### src/design/pdws_pkg.sv
`default_nettype none
// ============================================================================
// pdws_pkg
// Shared types and constants of the pointer delta weighted smoother.
// ============================================================================
package pdws_pkg;

   localparam int DELTA_W   = 16;
   localparam int DECAY_W   = 16;
   localparam int WT_W      = 17;
   localparam int SMOOTH_W  = 24;
   localparam int WHEEL_W   = 18;
   localparam int QUO_W     = 24;
   localparam int DIV_STEPS = 24;

   localparam logic [WT_W-1:0] WEIGHT_ONE = 17'd65536;

   // Multiply by the rounded-up reciprocal of 15 and shift: exact floor(32*n/15)
   // for every 16-bit magnitude n.
   localparam int WHEEL_RECIP_W = 24;
   localparam logic [WHEEL_RECIP_W-1:0] WHEEL_RECIP = WHEEL_RECIP_W'((2**27 + 7) / 15);
   localparam int WHEEL_SHIFT = 22;

   typedef struct packed {
      logic load;
      logic push;
      logic walk;
      logic div_init;
      logic div_step;
      logic commit;
   } pdws_lane_ctl_type;

endpackage
`default_nettype wire

### src/design/pdws_lane.sv
`default_nettype none
// ============================================================================
// pdws_lane
// One axis: history window, weighted accumulate, restoring divider and
// two-point smoothing against the previous filtered value, or, with filtering off, the latched delta scaled by 256.
// ============================================================================
module pdws_lane #(
   parameter int HISTORY_DEPTH = 16,
   localparam int LEN_W = $clog2(HISTORY_DEPTH + 1),
   localparam int TOT_W = pdws_pkg::WT_W + LEN_W
) (
   input  wire logic                                clock,
   input  wire logic                                reset,
   input  wire pdws_pkg::pdws_lane_ctl_type         ctl,
   input  wire logic [LEN_W-1:0]                    len,
   input  wire logic                                filter_en,
   input  wire logic signed [pdws_pkg::DELTA_W-1:0] delta,
   input  wire logic [pdws_pkg::WT_W-1:0]           wt,
   input  wire logic [TOT_W-1:0]                    total,
   output logic signed [pdws_pkg::SMOOTH_W-1:0]     result
);
   import pdws_pkg::*;

   localparam int PROD_W = DELTA_W + WT_W + 1;
   localparam int ACC_W  = PROD_W + LEN_W;

   logic signed [DELTA_W-1:0]  hist_ff [HISTORY_DEPTH];
   logic signed [DELTA_W-1:0]  hist_in [HISTORY_DEPTH];
   logic signed [DELTA_W-1:0]  delta_ff, delta_in;
   logic signed [ACC_W-1:0]    acc_ff, acc_in;
   logic [TOT_W-1:0]           rem_ff, rem_in;
   logic [QUO_W-1:0]           nq_ff, nq_in;
   logic                       neg_ff, neg_in;
   logic signed [SMOOTH_W-1:0] prev_ff, prev_in;

   logic signed [PROD_W-1:0]   prod;
   logic [ACC_W-1:0]           mag;
   logic [TOT_W:0]             trial;
   logic                       fits;
   logic signed [SMOOTH_W-1:0] fx;
   logic signed [SMOOTH_W:0]   pair_sum;
   logic signed [SMOOTH_W:0]   pair_adj;

   // The window rotates during the walk so that the entry in use is always
   // at the head; after the len-entry walk it is back in its original order.
   for (genvar j = 0; j < HISTORY_DEPTH; j++) begin : g_hist
      always_comb begin
         hist_in[j] = hist_ff[j];
         if (ctl.push) begin
            if (j == 0) begin
               hist_in[j] = delta_ff;
            end else if (len > LEN_W'(j)) begin
               hist_in[j] = hist_ff[(j == 0) ? 0 : j - 1];
            end
         end else if (ctl.walk) begin
            if (len == LEN_W'(j + 1)) begin
               hist_in[j] = hist_ff[0];
            end else if (len > LEN_W'(j + 1)) begin
               hist_in[j] = hist_ff[(j + 1 < HISTORY_DEPTH) ? j + 1 : j];
            end
         end
      end
   end

   assign prod  = hist_ff[0] * $signed({1'b0, wt});
   assign mag   = acc_ff[ACC_W-1] ? ACC_W'(-acc_ff) : ACC_W'(acc_ff);
   assign trial = {rem_ff, nq_ff[QUO_W-1]};
   assign fits  = (trial >= {1'b0, total});

   always_comb begin
      delta_in = delta_ff;
      acc_in   = acc_ff;
      rem_in   = rem_ff;
      nq_in    = nq_ff;
      neg_in   = neg_ff;
      prev_in  = prev_ff;
      if (ctl.load) begin
         delta_in = delta;
      end
      if (ctl.push) begin
         acc_in = '0;
      end else if (ctl.walk) begin
         acc_in = acc_ff + {{LEN_W{prod[PROD_W-1]}}, prod};
      end
      if (ctl.div_init) begin
         neg_in = acc_ff[ACC_W-1];
         rem_in = mag[16 +: TOT_W];
         nq_in  = {mag[15:0], 8'd0};
      end else if (ctl.div_step) begin
         rem_in = fits ? TOT_W'(trial - {1'b0, total}) : trial[TOT_W-1:0];
         nq_in  = {nq_ff[QUO_W-2:0], fits};
      end
      if (ctl.commit) begin
         prev_in = fx;
      end
   end

   assign fx       = neg_ff ? (~nq_ff + QUO_W'(1)) : nq_ff;
   assign pair_sum = {fx[SMOOTH_W-1], fx} + {prev_ff[SMOOTH_W-1], prev_ff};
   assign pair_adj = pair_sum + {{SMOOTH_W{1'b0}}, pair_sum[SMOOTH_W]};
   assign result   = filter_en ? pair_adj[SMOOTH_W:1] : {delta_ff, 8'd0};

   always_ff @(posedge clock) begin
      if (reset) begin
         for (int k = 0; k < HISTORY_DEPTH; k++) begin
            hist_ff[k] <= '0;
         end
         prev_ff <= '0;
      end else begin
         hist_ff <= hist_in;
         prev_ff <= prev_in;
      end
   end

   always_ff @(posedge clock) begin
      delta_ff <= delta_in;
      acc_ff   <= acc_in;
      rem_ff   <= rem_in;
      nq_ff    <= nq_in;
      neg_ff   <= neg_in;
   end

endmodule
`default_nettype wire

### config.mk
export PLATFORM = sky130hd
export DESIGN_NAME = pdws_lane
export DESIGN_NICKNAME = d
export VERILOG_FILES = /design/src/design/pdws_pkg.sv /design/src/design/pdws_lane.sv
export SDC_FILE = /design/constraint.sdc
export NUM_CORES = 2
export LEC_CHECK = 0
export BUFFER_PORTS_ARGS = -buffer_cell sky130_fd_sc_hd__clkbuf_2
export CORE_AREA = 3 3 243 245
export CTS_BUF_LIST = sky130_fd_sc_hd__clkbuf_16
export DETAILED_ROUTE_END_ITERATION = 8
export DIE_AREA = 0 0 246 248
export GPL_TIMING_DRIVEN = 0
export PLACE_DENSITY = 0.73
export SLEW_MARGIN = 10
export SYNTH_ARGS = -nofsm -noshare
export SYNTH_HDL_FRONTEND = slang
export SYNTH_SLANG_ARGS = --single-unit
### constraint.sdc
create_clock -name clock -period 11.1 [get_ports clock]
set_input_delay 2.22 -clock clock [delete_from_list [all_inputs] [get_ports clock]]
set_output_delay 2.22 -clock clock [all_outputs]
set_load 0.02 [all_outputs]
Yosys cells after proc, flatten, opt, wreduce, memory -nomap -nowiden

Index checks and enable logic that the tools add are counted.
Widths: inputs -> output; s select.

Bits of input ports: 69
Bits in registers: 382

Bitwise gates (word level): 1
Add/subtract/negate cells: 6
Multiply operators: 1
Equality and inequality tests: 32
Reduce and logical (&&, ||, !) cells: 34
Mux-type cells: 86
Magnitude comparators: 16

Operators with widths:

| operator              | number |
|---|---|
| $mux 16               | 78 |
| $mux 24               | 4 |
| $mux 22               | 3 |
| $reduce_and 3->1      | 16 |
| $reduce_bool 3->1     | 14 |
| $eq 5x4->1 const B    | 8 |
| $gt 5x4->1 const B    | 8 |
| $add 39x39->39        | 1 |
| $mux 38               | 1 |
| $neg 38->38           | 1 |
| $mul 16x18->34        | 1 |
| $ne 2x1->1 const B    | 15 |
| $add 24x24->25        | 1 |
| $add 25x1->25         | 1 |
| $add 24x1->24 const B | 1 |
| $not 24->24           | 1 |
| $ge 23x22->1          | 1 |
| $sub 22x22->22        | 1 |
| $eq 5x3->1 const B    | 4 |
| $gt 5x3->1 const B    | 4 |
| $eq 5x2->1 const B    | 2 |
| $gt 5x2->1 const B    | 2 |
| $reduce_bool 2->1     | 4 |
| $eq 5x1->1 const B    | 1 |
| 3 further kinds       | 3 |

Depth between registers and ports, before layout

Word-level depth: 6
Mapped depth: 38
Gate-level depth less buffers: 34

Least setup slack after synthesis

OpenSTA, ideal clock, no wires.

Path kind: input-to-reg
Start point: in wt[5] (netlist name)
End point: reg acc_ff[38]
Buffers on the path: 2
Stages: 33
Slack: 1.032 ns
Setup time: 0.071 ns
Data arrival time: 9.997 ns
Cells stage by stage: clkbuf_1 nand2_1 fa_1 inv_1 fa_1 inv_1 fa_1 inv_1 fa_1 fa_1 inv_1 fa_1 inv_1 ha_1 a21o_1 a2111oi_0 a22oi_1 a211o_1 a41oi_1 nor2b_1 xnor2_1 ha_1 clkbuf_1 a21o_1 a21o_1 a21o_1 a21o_1 a211oi_1 o21ai_0 a211o_1 xnor3_1 or3_1 a21oi_1

Word-level cells in the longest chain between the ends: 2

RTL lines:

| what                   | RTL line         | RTL |
|---|---|---|
| start: declaration     | pdws_lane.sv:18  | `input wire logic [pdws_pkg::WT_W-1:0] wt,` |
| $mul 16x18->34         | pdws_lane.sv:65  | `assign prod = hist_ff[0] * $signed({1'b0, wt});` |
| $add 39x39->39         | pdws_lane.sv:83  | `acc_in = acc_ff + {{LEN_W{prod[PROD_W-1]}}, prod};` |
| end signal: assignment | pdws_lane.sv:117 | `acc_ff <= acc_in;` |
| end: declaration       | pdws_lane.sv:30  | `logic signed [ACC_W-1:0] acc_ff, acc_in;` |

Every way passes these cells.
A chain may end at the register's enable or synchronous reset.

Worst setup path after layout

Ends and elaborated chain as after synthesis.

==> run summary <==
The number of clock buffers added by TritonCTS is 44. The total setup buffers inserted after CTS is 0. The global-route wire length before repair came out at between 150000 and 200000 um. The clock network burns 18.3% of the power. The setup TNS came out at 0 ns. The highest attainable clock frequency is approximately 95 MHz. Of all nets on the critical path, the largest fanout is 10. The total via count in the routed design is between 30000 and 40000.

Setup repair after global routing left no endpoint under its margin. The area of the placeable core came out at around 57000 um2. The hold buffer count at CTS came out at 0.

The number of failing setup endpoints in the final timing report came out at 0. The required time of the critical path came out at 11.59 ns. The number of remaining DRC errors is 0.

The shortest clock period the worst path allows after layout came out at roughly 11 ns. The clock net sink count came out at approximately 380. The total nets after synthesis came out at 4837.

The largest total area in the synthesized netlist belongs to sky130_fd_sc_hd__dfxtp_1. The worst setup skew after layout is between 0.04 and 0.05 ns. The die outline height is ~250 um. The sequential share of power came out at between 20% and 30%. Across the run, the number of max-cap violations was 0.

The largest vdd supply drop is slightly above 0.4 mV. The critical path is of the in -> reg type. The number of antenna violations at the first check in global routing came to 2. After synthesis, flip-flops and latches occupy ~24% of the total area. The total power came out at about 8000 uW. The power per standard cell area came out at roughly 210 nW/um2. The area share of the largest cell type after synthesis came out at 19.2%. The signal arrival time at the worst endpoint came out at around 11 ns. The most prevalent standard cell on the critical path is sky130_fd_sc_hd__fa_1. The initial utilization of the core area, before any placement, comes to ~60%. Counting flops with a built-in enable in the synthesized netlist gives 55.

The detailed-route wire length per cell is 19.5 um. Summed over all cells, the static leakage comes to 0.0163 uW. After synthesis the netlist holds a flip-flop and latch count of around 380. The count of nets left with antenna violations once routing finished came out at 0. For this design the total switching power over the nets is between 3000 and 4000 uW.

The clock reaches the later pin of the worst-skew pair after about 0.60 ns. The largest buffer count on any clock path is 3. The half-perimeter wire length after placement came out at around 80000 um. The slowest stage of the critical path is the sky130_fd_sc_hd__fa_1 cell. Cell internal power was estimated by the tool at ~4300 uW.

The fraction of power consumed by combinational cells is about three fifths. The die outline width is 246 um. The fraction of synthesis flops using an asynchronous set or reset pin is 0%.

The root buffer cell chosen for the clock tree is sky130_fd_sc_hd__clkbuf_16. The post-route fraction of the period consumed by the critical path came out at 95.3%. Port buffering added 85 buffers. The netlist uses 80 different library cells. The total congestion overflow after global routing came out at 0. The total of warnings raised by yosys is 0. The largest net degree at the start of global routing came out at 39.

STA classifies the critical path endpoint as a flop. The worst min-delay path category is reg -> reg. The global-route usage over all layers came out at around 33%. After clock tree synthesis, the clock-pin slew on the worst setup and hold paths is ~0.06 ns. Compared with the post-synthesis result, the final layout area differs by 8.24%. In the post-synthesis netlist, the biggest area contributors are sky130_fd_sc_hd__dfxtp_1, sky130_fd_sc_hd__fa_1, sky130_fd_sc_hd__mux2i_1.

The flow ran to the end, and the final reports show no timing, DRC or antenna violations. The fraction of layout instances using a drive strength above 1 is between 4 and 5%. The number of search-and-repair iterations in the first detailed-routing pass came out at 6.

The post-cts sizing count came out at 2. The dominant synthesized flop cell is sky130_fd_sc_hd__dfxtp_1. After the last flow step, the layout net total stands at 4962. The sum of routed wire length over all layers is approximately 100000 um. The detailed router's first-iteration violation count is around 2600. The area of the die came out at between 60000 and 70000 um2.

The delay contributed by the slowest stage of the critical path is ~0.59 ns. The number of hold violations in the final report came to 0. Measured against its own limit, the worst slew margin works out to 14.8%.

The row count is slightly below 90. The routability congestion estimate came out at 0.975. Net switching is between 40% and 50% of the power.

The H-tree depth is 2. The mapped netlist covers ~34000 um2. The per-instance average area after synthesis is 7.86 um2. The total count of max-transition violations in the final report is 0.

The worst setup path is launched from an input port. The transition time at the pin with the least slew margin is roughly 1.3 ns. The number of primary I/O pins came out at 93. The average vias per placed instance came out at between 5 and 6.

Fill cells in the final layout number slightly above 5000. The TritonCTS clock tree is built. The number of instances in the synthesized netlist came out at ~4300. The number of global-route vias before repair came out at about 30000.
power by group through the flow:
stage | sequential (uW) | combinational (uW) | clock (uW)
5_1_grt | 1730 | 5270 | 1500
2_1_floorplan | 1670 | 3600 | 0
3_5_place_dp | 1740 | 4640 | 0
4_1_cts | 1710 | 4680 | 1450
3_3_place_gp | 1740 | 4580 | 0
6_report | 1720 | 4720 | 1440
layer usage:
layer	part of all wire, %	up-vias	track usage (%)
met5	0	-	0
met4	6.3	0	19.2
met3	8.3	268	5.10
met2	44	1294	52.8
met1	41	14600	43.9
li1	-	14800	-
cells by family (layout without fill, tap and decap cells):
kind of cell	count (synthesis)	count (layout)	synth area share [%]
simple gates	1470	1470	18.7
compound gates	948	948	16.2
buf+inv	623	782	6.86
fa+ha+maj	423	423	20.1
flops	382	382	24.0
mux	331	331	9.72
xor+xnor	168	168	4.35
other cells	0	4	0
worst max-delay path, delay by kind of cell:
kind	cells	cell delay, ns
AOI/OAI and AO/OA	13	3.00
xor gates and xnor gates	2	0.37
adders and majority gates	8	3.86
buffers and inverters	8	0.98
and+or+nand+nor	3	0.63
layout make-up:
| class | instances | area (um2) | area share [%] |
|---|---|---|---|
| Multi-Input combinational cell | 3340 | 23600 | 63.9 |
| Sequential cell | 382 | 8200 | 22.2 |
| Inverter | 346 | 1300 | 3.51 |
| Clock buffer | 44 | 1100 | 2.98 |
| Buffer | 270 | 1030 | 2.78 |
| Tap cell | 765 | 957 | 2.59 |
| Timing Repair Buffer | 86 | 430 | 1.16 |
| Clock inverter | 36 | 312 | 0.843 |
| Antenna cell | 4 | 10.0 | 0.0271 |
synthesized netlist by cell type, types with 23 or more instances:
| library cell | instances |
|---|---|
| sky130_fd_sc_hd__edfxtp_1 | 55 |
| sky130_fd_sc_hd__nand3_1 | 56 |
| sky130_fd_sc_hd__ha_1 | 212 |
| sky130_fd_sc_hd__o21ai_0 | 194 |
| sky130_fd_sc_hd__inv_1 | 344 |
| sky130_fd_sc_hd__nor2_1 | 609 |
| sky130_fd_sc_hd__mux2i_1 | 327 |
| sky130_fd_sc_hd__nand2b_1 | 29 |
| sky130_fd_sc_hd__fa_1 | 211 |
| sky130_fd_sc_hd__a211oi_1 | 70 |
| sky130_fd_sc_hd__and2_1 | 133 |
| sky130_fd_sc_hd__xnor2_1 | 120 |
| sky130_fd_sc_hd__buf_1 | 27 |
| sky130_fd_sc_hd__a21oi_1 | 476 |
| sky130_fd_sc_hd__xor2_1 | 47 |
| sky130_fd_sc_hd__a21o_1 | 42 |
| sky130_fd_sc_hd__o21bai_1 | 23 |
| sky130_fd_sc_hd__dfxtp_1 | 327 |
| sky130_fd_sc_hd__clkbuf_1 | 248 |
| sky130_fd_sc_hd__nand2_1 | 503 |
state kept, by name, indices dropped and copies added (netlist names):
register  cells
acc_ff       39
prev_ff      24
delta_ff     16
nq_ff        24
hist_ff     256
neg_ff        1
rem_ff       22
placed cells by master (no fill, tap or decap), types with 9 or more instances in the layout:
cell                          n
sky130_fd_sc_hd__clkbuf_2    94
sky130_fd_sc_hd__nand2b_1    29
sky130_fd_sc_hd__a21o_1      42
sky130_fd_sc_hd__fa_1       211
sky130_fd_sc_hd__buf_1       27
sky130_fd_sc_hd__and2_1     133
sky130_fd_sc_hd__o31ai_1     19
sky130_fd_sc_hd__a31oi_1     13
sky130_fd_sc_hd__a211oi_1    69
sky130_fd_sc_hd__clkbuf_16   44
sky130_fd_sc_hd__inv_1      360
sky130_fd_sc_hd__o21ai_1     10
sky130_fd_sc_hd__nand4_1     15
sky130_fd_sc_hd__o211ai_1    10
sky130_fd_sc_hd__ha_1       212
sky130_fd_sc_hd__o21bai_1    23
sky130_fd_sc_hd__o21ai_0    193
sky130_fd_sc_hd__o41ai_1     12
sky130_fd_sc_hd__xor2_1      47
sky130_fd_sc_hd__dfxtp_1    327
sky130_fd_sc_hd__nand3_1     56
sky130_fd_sc_hd__mux2i_1    327
sky130_fd_sc_hd__o21a_1      16
sky130_fd_sc_hd__xnor2_1    120
sky130_fd_sc_hd__and3_1      11
sky130_fd_sc_hd__nand2_1    503
sky130_fd_sc_hd__a21oi_1    476
sky130_fd_sc_hd__nor2b_1     21
sky130_fd_sc_hd__edfxtp_1    55
sky130_fd_sc_hd__or2_2       13
sky130_fd_sc_hd__or3_1       13
sky130_fd_sc_hd__nor3b_1      9
sky130_fd_sc_hd__clkbuf_1   232
sky130_fd_sc_hd__nor2_1     609
sky130_fd_sc_hd__nor3_1      22
through the flow:
step / hold WS, ns / utilization (%) / setup slack [ns] / cells / cell area, um2
floorplan: 0.449 / - / 1.03 / 4345 / 34100
global placement: 0.458 / 61.9 / -0.305 / 5195 / 35500
detailed placement: 0.462 / 61.9 / -0.400 / 5195 / 35500
CTS: 0.471 / 64.4 / 0.137 / 5275 / 36900
global route: 0.499 / 64.4 / 0.0596 / 5269 / 36900
finish: 0.480 / 64.4 / 0.525 / 5273 / 37000
path summary, 6_finish.rpt:
check / from / to / slack [ns] / cells after the start
max: wt[5] / acc_ff[38] / 0.52 / 34
min: hist_ff[157] / hist_ff[157] / 0.48 / 2
max reg2reg: hist_ff[246] / acc_ff[38] / 0.54 / 34
min reg2reg: hist_ff[157] / hist_ff[157] / 0.48 / 2
Power figures use the tool's default switching activity.
