[config.mk]
export PLATFORM = sky130hd
export DESIGN_NAME = pdws_wheel
export DESIGN_NICKNAME = d
export VERILOG_FILES = /design/src/design/pdws_pkg.sv /design/src/design/pdws_wheel.sv
export SDC_FILE = /design/constraint.sdc
export NUM_CORES = 1
export LEC_CHECK = 0
export BUFFER_PORTS_ARGS = -buffer_cell sky130_fd_sc_hd__buf_2
export CAP_MARGIN = 10
export CORE_MARGIN = 2
export CORE_UTILIZATION = 30
export CTS_BUF_LIST = sky130_fd_sc_hd__clkbuf_8
export CTS_CLUSTER_DIAMETER = 80
export DETAILED_ROUTE_END_ITERATION = 6
export GPL_ROUTABILITY_DRIVEN = 0
export RECOVER_POWER = 100
export SKIP_LAST_GASP = 1
export SYNTH_ARGS = -nofsm -noshare
export SYNTH_HDL_FRONTEND = slang
export SYNTH_SLANG_ARGS = --single-unit
[constraint.sdc]
create_clock -name clock -period 11.5 [get_ports clock]
set_input_delay 0.575 -clock clock [delete_from_list [all_inputs] [get_ports clock]]
set_output_delay 0.575 -clock clock [all_outputs]
set_load 0.02 [all_outputs]
[src/design/pdws_pkg.sv]
`default_nettype none
// ============================================================================
// pdws_pkg
// Shared types and constants of the pointer delta weighted smoother.
// ============================================================================
package pdws_pkg;

   localparam int DELTA_W   = 16;
   localparam int DECAY_W   = 16;
   localparam int WT_W      = 17;
   localparam int SMOOTH_W  = 24;
   localparam int WHEEL_W   = 18;
   localparam int QUO_W     = 24;
   localparam int DIV_STEPS = 24;

   localparam logic [WT_W-1:0] WEIGHT_ONE = 17'd65536;

   // Multiply by the rounded-up reciprocal of 15 and shift: exact floor(32*n/15)
   // for every 16-bit magnitude n.
   localparam int WHEEL_RECIP_W = 24;
   localparam logic [WHEEL_RECIP_W-1:0] WHEEL_RECIP = WHEEL_RECIP_W'((2**27 + 7) / 15);
   localparam int WHEEL_SHIFT = 22;

   typedef struct packed {
      logic load;
      logic push;
      logic walk;
      logic div_init;
      logic div_step;
      logic commit;
   } pdws_lane_ctl_type;

endpackage
`default_nettype wire

[src/design/pdws_wheel.sv]
`default_nettype none
// ============================================================================
// pdws_wheel
// Converts a raw wheel count into detents in Q9.8, truncated toward zero.
// ============================================================================
module pdws_wheel (
   input  wire logic                                clock,
   input  wire logic                                load,
   input  wire logic                                wheel_present,
   input  wire logic signed [pdws_pkg::DELTA_W-1:0] wheel_count,
   output logic signed [pdws_pkg::WHEEL_W-1:0]      steps
);
   import pdws_pkg::*;

   localparam int PROD_W = DELTA_W + WHEEL_RECIP_W;

   logic               present_ff, present_in;
   logic               neg_ff, neg_in;
   logic [DELTA_W-1:0] mag_ff, mag_in;
   logic [PROD_W-1:0]  prod;
   logic [WHEEL_W-1:0] quo;

   always_comb begin
      present_in = present_ff;
      neg_in     = neg_ff;
      mag_in     = mag_ff;
      if (load) begin
         present_in = wheel_present;
         neg_in     = wheel_count[DELTA_W-1];
         mag_in     = wheel_count[DELTA_W-1] ? DELTA_W'(-wheel_count)
                                             : DELTA_W'(wheel_count);
      end
   end

   always_ff @(posedge clock) begin
      present_ff <= present_in;
      neg_ff     <= neg_in;
      mag_ff     <= mag_in;
   end

   assign prod  = mag_ff * WHEEL_RECIP;
   assign quo   = prod[WHEEL_SHIFT +: WHEEL_W];
   assign steps = !present_ff ? '0 : (neg_ff ? (~quo + WHEEL_W'(1)) : quo);

endmodule
`default_nettype wire

## After elaboration in Yosys (flattened, before gate mapping)

Index checks and enable logic that the tools add are counted.

- Register bits after elaboration: 18
- Bits in latches: 0
- Memories kept: 0
- Word-level logic and storage cells: 11
- Memory bits (read-only): 0
- Memory bits (writable): 0

- Divide/modulo/power cells: 0
- $lt $le $gt $ge: 0
- Shift operators: 0
- Equality and inequality tests: 0
- Reduce and logical (&&, ||, !) cells: 0
- Mux-type cells: 3
- $mul: 1
- Bitwise logic cells: 1
- $add $sub $neg: 2

Operators with widths:

| kind | number |
|---|---|
| multiplier 16 x 24 -> 40 bit (second input constant) | 1 |
| 2-to-1 mux 18 bit | 2 |
| adder 18 x 1 -> 18 bit (second input constant) | 1 |
| inverter 18 bit | 1 |
| negation 16 bit | 1 |
| 2-to-1 mux 15 bit | 1 |

## Longest topological paths before layout

Gate-level depths: netlist of run 1.

- Word-level depth: 5
- Mapped depth: 21
- Mapped depth without buffers: 20

## Worst setup path before layout of run 1

Ideal clock, no wire load.

- Kind: register -> output
- From: register mag_ff[11]
- To: output steps[14] (netlist name)
- Arrival: 5.630 ns
- Data required time: 10.925 ns
- Stages on the path, launching flop included: 18
- Setup slack: 5.295 ns
- Path through: edfxtp_1 > ha_1 > fa_1 > inv_1 > fa_1 > fa_1 > fa_1 > inv_1 > ha_1 > nand2_1 > nor4_1 > a211oi_1 > a21boi_0 > o21ai_1 > mux2_2 > or2_2 > o41ai_2 > mux2i_1

- Longest elaborated chain between the ends: 5

RTL lines:

| item | line | RTL |
|---|---|---|
| start: declaration | pdws_wheel.sv:19 | `logic [DELTA_W-1:0] mag_ff, mag_in;` |
| start signal: assignment | pdws_wheel.sv:38 | `mag_ff <= mag_in;` |
| multiplier 16 x 24 -> 40 bit * | pdws_wheel.sv:41 | `assign prod = mag_ff * WHEEL_RECIP;` |
| inverter 18 bit | pdws_wheel.sv:43 | `assign steps = !present_ff ? '0 : (neg_ff ? (~quo + WHEEL_W'(1)) : quo);` |
| adder 18 x 1 -> 18 bit | pdws_wheel.sv:43 |  |
| 2-to-1 mux 18 bit * (2 in series) | pdws_wheel.sv:43 |  |
| end: declaration | pdws_wheel.sv:11 | `output logic signed [pdws_pkg::WHEEL_W-1:0] steps` |

Every way passes the cells marked *; elsewhere a longest branch is shown, timed or not.

## Worst setup path in the final report of run 1

- From: register mag_ff[15]
- To: output steps[12] (netlist name)

Same word-level chain as after synthesis.

==> results of run 1 <==
[layout by cell type, fill, tap and decap left out, drive strengths merged, types with 10 or more instances in the layout]
cell type,count
nor2,36
nor3,13
a211oi,10
ha,102
nand4,10
fa,29
clkbuf,24
nand2,47
buf,17
edfxtp,18
inv,90
o21ai,30
a21oi,33
xnor2,20
xor2,11
nand3,23
[sequential cells by signal, summed over array words and instances (netlist names)]
signal,flops
mag_ff,16
present_ff,1
neg_ff,1
[per-layer routing]
metal	routed length [um]	global-route usage (%)	vias to the layer above
met4	239	3.43	0
met2	5700	24.3	83
li1	-	-	2221
met3	263	0.228	17
met5	0	0	-
met1	5720	18.9	1965
[worst paths after layout]
kind	end	slack [ns]	cells past startpoint
worst max-delay path	steps[12]	4.34	20
worst min-delay path	present_ff$_DFFE_PP_	0.50	1
[Yosys cell counts (5+ instances only)]
master and number:
o21a_1 6, o21ai_0 29, nor4_1 5, inv_1 89
a21o_1 5, a31oi_1 7, or2_2 5, ha_1 102
nor2_1 36, o41ai_1 7, clkbuf_1 6, nand2b_1 6
xnor2_1 20, nand4_1 10, nor3_1 13, a211oi_1 10
fa_1 29, nand2_1 47, nand3_1 22, xor2_1 11
o211ai_1 5, edfxtp_1 18, mux2i_1 6, a21oi_1 33
[layout make-up]
cell class	instances	share of cell area [%]
well taps	220	5.09
inverters	91	6.31
clock buffers	3	0.763
clock inverters	1	0.0694
flip-flops and latches	18	9.99
repair buffers	38	3.10
multi-input cells	479	74.7
[metrics by stage]
step | instance area (um2) | std cells
after floorplan | 5050 | 602
after global placement | 5400 | 845
after detailed placement | 5400 | 845
after CTS | 5440 | 849
after global routing | 5410 | 850
final | 5410 | 850
[cell families after synthesis]
kind of cell    count (synthesis)
compound gates                141
xor+xnor                       31
fa+ha+maj                     131
buf+inv                       105
flops                          18
mux                             7
simple gates                  169
==> impl_metrics.ini, run 1 <==
[clocking]
cts_setup_buffers = 0
cts_buffer_depth = 2
cts.sinks = 18
cts_root_buffer = clkbuf_8
htree_levels = 1
post_cts_resized = 0
cts_buffers = 3
cts-hold-fix-buffers = 0
clk_pin_slew_ns = 0.06
cts_tree = yes

[worst_setup_path]
setup.worst_path.class = register to output port
cp_top_family = adder cells
crit_required_ns = 10.93
worst_path_max_delay_cell = fa_1
crit_chain = ha_1, fa_1, inv_1, fa_1, fa_1, fa_1, inv_1, ha_1, nand4_1, nor4_1, a21oi_1, mux2i_1, o311ai_0, clkbuf_1, ha_1, o21ai_0, o41ai_1, xnor2_1, nor2_1, clkbuf_1
path_buf_inv = 4
crit_path_start_kind = register
end_kind = output port
crit_fanout = 6
critPathArrivalTime_ns = 6.59
crit_top_cell = fa_1
slowest_delay_ns = 0.64
crit_start = mag_ff[15]$_SDFFCE_PN0P_

[timing]
drv_slew = 0
layout_min_cycle_time_ns = 7.16
worst_slew_pin_slew_ns = 0.864
setup_slack_ns = 4.34
max_freq_ghz = 0.140
fin_setup_tns_ns = 0
grt_setup_unrepaired = false
setup_violations = 0
hold_ws_ns = 0.501
slew_headroom_pct = 42.4
finalHoldViolCount = 0
finalCritPeriodShare_pct = 62.3

[detailed_routing]
drtIter0Drc = 225
ant_nets = 0
vias_per_cell = 5.04
wl_per_cell_um = 14.0
dr.pass1.iters = 5
drc = 0
num_vias = 4286
drt_wl_total_mm = 11.9

[synthesis]
synth_xor_area_share_pct = 5.38
synthCells = 602
synth_cell_types = 76
synth_compound_area_share_pct = 19.8
synth-simple-area-share_pct = 16.9
synth.top_cell.area_share_pct = 25.3
syn-num-nets = 752
yosys.area.top_type = ha_1
ys_dominant_reg_cell = edfxtp_1
yosys_warnings = 0
synthMuxAreaShare_pct = 1.41
seq_area_frac_synth_pct = 10.7
synthAdderAreaFrac_pct = 36.8
synth_edf_count = 18
synth_top_family_by_area = adder cells
async_flop_share_pct = 0
syn_avg_cell_area_um2 = 8.38
netlist_area_mm2 = 0.00505
synthTopCellsByArea = ha_1, fa_1, edfxtp_1, inv_1, nand2_1
synth-seq-cells = 18

[flow_run]
cap_violations = 0

[grt]
grt_pass1_vias = 4276
grt_use_total_pct = 13.8
grt_remaining_overflow = 0
antenna_found_initial = 0
grt_max_degree = 19
grt_pass1_wl_mm = 20.5

[floorplan]
fp.dieArea_mm2 = 0.0179
die_h_um = 134
initial_core_util_pct = 30.5
core_area_mm2 = 0.0165
die_x_um = 134
num_io_pins = 37
rows = 47

[hold_path]
worstHoldPathType = input pin to register
worstHoldStart = wheel_present

[place]
pre_cts_ws_ns = 4.55
dpl.hpwl_mm = 10.5
io_buffers = 36

[layout]
antenna_cells = 0
nets = 781
fillers = 1771
layout.area.seq_um2 = 541
area_growth_pct = 7.22
multi_input_area_mm2 = 0.00404
final_core_util_pct = 32.7
drive_gt1_share_pct = 6.51

[run_status]
status = complete, no violations
Power of run 1 is not shown: default switching activity piles up to over one toggle a cycle in this logic, so the estimate is an artifact.
==> inputs of run 2 (changes only) <==
--- a/config.mk
+++ b/config.mk
@@ -5,6 +5,7 @@
 export SDC_FILE = /design/constraint.sdc
 export NUM_CORES = 1
 export LEC_CHECK = 0
+export ABC_AREA = 1
 export BUFFER_PORTS_ARGS = -buffer_cell sky130_fd_sc_hd__buf_2
 export CAP_MARGIN = 10
 export CORE_MARGIN = 2
==> constraint.sdc (replaced) <==
create_clock -name clock -period 6.8 [get_ports clock]
set_input_delay 0.34 -clock clock [delete_from_list [all_inputs] [get_ports clock]]
set_output_delay 0.34 -clock clock [all_outputs]
set_load 0.02 [all_outputs]
==> run 2 against run 1 <==
Compared with the run above: worst hold slack worse by 0.23 ns; sequential share of layout area decreased by 1.1 points; routed wire length up 15%; non-clock buffer count is 2 lower; critical path depth grew 4; via count rose by 21%; flip-flop and latch count unchanged; largest cell class unchanged.
==> impl_metrics.ini, run 2 <==
[run_status]
status = complete, no violations

[detailed_routing]
num_vias = 5194
drc = 0
dr.pass1.iters = 5
drt_wl_total_mm = 13.7
drtIter0Drc = 224
wl_per_cell_um = 11.9
vias_per_cell = 4.50
ant_nets = 0

[synthesis]
syn-num-nets = 1035
async_flop_share_pct = 0
yosys.area.top_type = ha_1
synth_cell_types = 35
netlist_area_mm2 = 0.00562
synthTopCellsByArea = ha_1, nand2_1, inv_1, fa_1, edfxtp_1
synth_edf_count = 18
synthTopCellsByCount = nand2_1, inv_1, ha_1
synth-seq-cells = 18
synth.top_cell.area_share_pct = 22.7
ys_dominant_reg_cell = edfxtp_1
syn_avg_cell_area_um2 = 6.35
yosysMostFrequentCell = nand2_1
seq_area_frac_synth_pct = 9.62
yosys_warnings = 0
synthCells = 885

[timing]
layout_min_cycle_time_ns = 5.98
setup_violations = 0
worst_slew_pin_slew_ns = 0.888
finalHoldViolCount = 0
grt_setup_unrepaired = false
fin_setup_tns_ns = 0
max_freq_ghz = 0.167
drv_slew = 0
slew_headroom_pct = 40.8
finalCritPeriodShare_pct = 87.9

[worst_setup_path]
setup.worst_path.class = register to output port
crit_required_ns = 6.46
end_kind = output port
crit_path_start_kind = register
crit_fanout = 7
critPathArrivalTime_ns = 5.64

[place]
io_buffers = 36
post_dp_cell_area_mm2 = 0.00607
dpl.hpwl_mm = 12.5
dp.cells = 1150

[floorplan]
initial_core_util_pct = 30.4
core_area_mm2 = 0.0185
die_h_um = 141
rows = 50
num_io_pins = 37
die_x_um = 141
fp.dieArea_mm2 = 0.0198

[grt]
grt_pass1_wl_mm = 23.2
grt_remaining_overflow = 0
grt_pass1_vias = 4921
grt_max_degree = 19
grt_use_total_pct = 14.2
antenna_found_initial = 0

[layout]
nets = 1071
final_common_cell = nand2_1
regMostFlops = mag_ff
instances_no_fill = 1154
largest_reg_flops = 16
antenna_cells = 0
drive_gt1_share_pct = 6.20
post-route-cell-area_mm2 = 0.00608
layout_common_cells = nand2_1, inv_1, ha_1
largestRegisters = mag_ff: 16 flops, neg_ff: 1 flops, present_ff: 1 flops
area_growth_pct = 8.15

[clocking]
cts_setup_buffers = 0
cts-hold-fix-buffers = 0
cts_buffer_depth = 2
cts_tree = yes
htree_levels = 1
post_cts_resized = 0
cts_root_buffer = clkbuf_8
cts_buffers = 3
cts.sinks = 18
clk_pin_slew_ns = 0.06

[flow_run]
cap_violations = 0

[hold_path]
worstHoldPathType = input pin to register
==> run 2: changes by cell type in the layout (fill, tap and decap cells not counted), moves of 7 or more <==
cell      before  now
nand4_1       10   17
a211oi_1      10    0
o41ai_1        8    0
nand3_1       22   44
o21ai_0       29   19
inv_1         89  196
xnor2_1       20    3
nand2_2        0   12
nand2_1       47  266
nor2_1        36   78
==> run 2: routing by layer <==
layer  GRT usage, %  vias up  part of all wire, %
met5              0        -                    0
met4           4.42        0                  3.0
met3          0.272       23                  3.7
met2           23.7       98                   43
met1           20.2     2243                   50
li1               -     2830                    -
==> run 2: cells by family (layout without fill, tap and decap cells) <==
kind of cell / after synthesis / in the layout / synth area share [%]
compound gates: 61 / 61 / 5.94
buf+inv: 206 / 241 / 13.9
simple gates: 455 / 455 / 35.3
xor+xnor: 14 / 14 / 2.18
fa+ha+maj: 131 / 131 / 33.0
flops: 18 / 18 / 9.62
==> run 2: area by class of cell <==
type / instances / area (um2)
Multi-Input combinational cell: 661 / 4280
Sequential cell: 18 / 541
Clock inverter: 1 / 3.75
Timing Repair Buffer: 36 / 161
Fill cell: 2079 / 12400
Tap cell: 234 / 293
Inverter: 201 / 754
Clock buffer: 3 / 41.3
==> run 2: worst max-delay path: stages (launching register included) <==
cell	delay, ns
edfxtp_1	0.44
ha_1	0.34
inv_1	0.06
fa_1	0.43
fa_1	0.53
fa_1	0.46
fa_1	0.58
inv_1	0.11
ha_1	0.36
nand2_2	0.09
nor2_1	0.19
nand2_1	0.11
nor2_1	0.10
nand2_1	0.07
nand3_1	0.13
nand2_1	0.06
nand2_1	0.12
ha_1	0.21
nand3_1	0.09
nor2_1	0.20
nand2_2	0.09
nand2_4	0.10
o21ai_0	0.09
a21oi_1	0.15
clkbuf_1	0.26
==> run 2: per-stage QoR <==
step	setup WS (ns)	util (%)	hold WS [ns]
2_1_floorplan	1.64	-	0.439
3_3_place_gp	1.39	32.8	0.518
3_5_place_dp	1.29	32.8	0.518
4_1_cts	0.997	33.0	0.260
5_1_grt	0.340	32.8	0.269
6_report	0.821	32.8	0.267
==> run 2: path summary, 6_finish.rpt <==
| kind | from | endpoint | slack (ns) | cells past startpoint |
|---|---|---|---|---|
| setup / recovery | mag_ff[15]$_SDFFCE_PN0P_ | steps[10] | 0.82 | 24 |
| hold / removal | wheel_present | present_ff$_DFFE_PP_ | 0.27 | 1 |
Power of run 2 is left out for the same reason.
==> inputs of run 3 (changes only) <==
--- a/config.mk
+++ b/config.mk
@@ -8,9 +8,9 @@
 export ABC_AREA = 1
 export BUFFER_PORTS_ARGS = -buffer_cell sky130_fd_sc_hd__buf_2
 export CAP_MARGIN = 10
+export CORE_ASPECT_RATIO = 0.7
 export CORE_MARGIN = 2
 export CORE_UTILIZATION = 30
-export CTS_BUF_LIST = sky130_fd_sc_hd__clkbuf_8
 export CTS_CLUSTER_DIAMETER = 80
 export DETAILED_ROUTE_END_ITERATION = 6
 export GPL_ROUTABILITY_DRIVEN = 0
==> run 3 against run 2 <==
Compared with the run above: non-clock buffer count up 1; fmax barely moved; sequential share of layout area fell by 0.058 points; routed wire length up 5.1%; global-route usage increased by 0.77 points; core utilization up 0.87 points; worst hold slack gained 0.0022 ns; count of clock-buffer cells in the layout did not move; highest routed layer unchanged.
==> impl_metrics.ini, run 3 (synthesis results as in run 2) <==
[grt]
grt_remaining_overflow = 0
grt_pass1_wl_mm = 24.5
grt_max_degree = 19
grt_use_total_pct = 15.0
antenna_found_initial = 0
grt_pass1_vias = 4948

[timing]
worst_slew_pin_slew_ns = 0.891
fin_setup_tns_ns = 0
drv_slew = 0
layout_min_cycle_time_ns = 5.98
setup_violations = 0
grt_setup_unrepaired = false
finalHoldViolCount = 0
max_freq_ghz = 0.167
finalCritPeriodShare_pct = 87.9
slew_headroom_pct = 40.6

[detailed_routing]
ant_nets = 0
drc = 0
wl_per_cell_um = 12.5
dr.pass1.iters = 5
num_vias = 5203
drt_wl_total_mm = 14.4
drtIter0Drc = 357
vias_per_cell = 4.50

[layout]
antenna_cells = 0
regMostFlops = mag_ff
drive_gt1_share_pct = 6.41
layout_common_cells = nand2_1, inv_1, ha_1
area_growth_pct = 8.86
largest_reg_flops = 16
largestRegisters = mag_ff: 16 flops, neg_ff: 1 flops, present_ff: 1 flops
final_common_cell = nand2_1
nets = 1072
post-route-cell-area_mm2 = 0.00612

[worst_setup_path]
slowest_delay_ns = 0.59
crit_fanout = 5
critPathArrivalTime_ns = 5.64
end_kind = output port
crit_path_start_kind = register
setup.worst_path.class = register to output port
crit_required_ns = 6.46
worst_path_max_delay_cell = fa_1
crit_top_cell = nand2_1

[flow_run]
cap_violations = 0

[floorplan]
die_x_um = 168
initial_core_util_pct = 30.9
core_area_mm2 = 0.0182
rows = 41
die_h_um = 119
fp.dieArea_mm2 = 0.0199
num_io_pins = 37

[clocking]
htree_levels = 1
cts_root_buffer = clkbuf_16
cts.sinks = 18
cts_buffer_depth = 2
cts_buffers = 3
post_cts_resized = 0
cts_setup_buffers = 0
clk_pin_slew_ns = 0.05
cts_tree = yes
cts-hold-fix-buffers = 0

[hold_path]
hold_depth = 1
worstHoldPathType = input pin to register

[place]
post_dp_cell_area_mm2 = 0.00608
dpl.hpwl_mm = 13.0
io_buffers = 36

[run_status]
status = complete, no violations
[run 3: worst paths after layout]
path,startpoint,endpoint,slack [ns]
worst max-delay path,mag_ff[11]$_DFFE_PP_,steps[15],0.82
worst min-delay path,wheel_present,present_ff$_DFFE_PP_,0.27
[run 3: layout make-up]
cell class,instances,area (um2)
Fill cell,1991,12000
Multi-Input combinational cell,661,4270
Inverter,201,754
Sequential cell,18,541
Tap cell,236,295
Timing Repair Buffer,37,175
Clock buffer,3,75.1
Clock inverter,1,3.75
[run 3: critical path: cells and delay by family, from the launching register on]
family	cells	cell delay [ns]
adders and majority gates	6	2.70
buffers and inverters	4	0.43
DFF	1	0.42
and+or+nand+nor	15	1.82
[run 3: per-stage QoR]
step                utilization, %  worst slack [ns]  hold WS, ns  std cells
floorplan                        -              1.64        0.439        885
global placement              33.5              1.38        0.517       1153
detailed placement            33.5              1.33        0.519       1153
CTS                           33.9              1.04        0.264       1157
global route                  33.7             0.369        0.273       1157
finish                        33.7             0.819        0.269       1157
[run 3: per-layer routing]
layer / routed length [um] / track usage [%] / up-vias
met4: 91 / 1.85 / 0
met5: 0 / 0 / -
li1: - / - / 2823
met1: 8150 / 24.3 / 2247
met3: 838 / 1.11 / 8
met2: 5350 / 21.9 / 125
Power of run 3 is left out for the same reason.
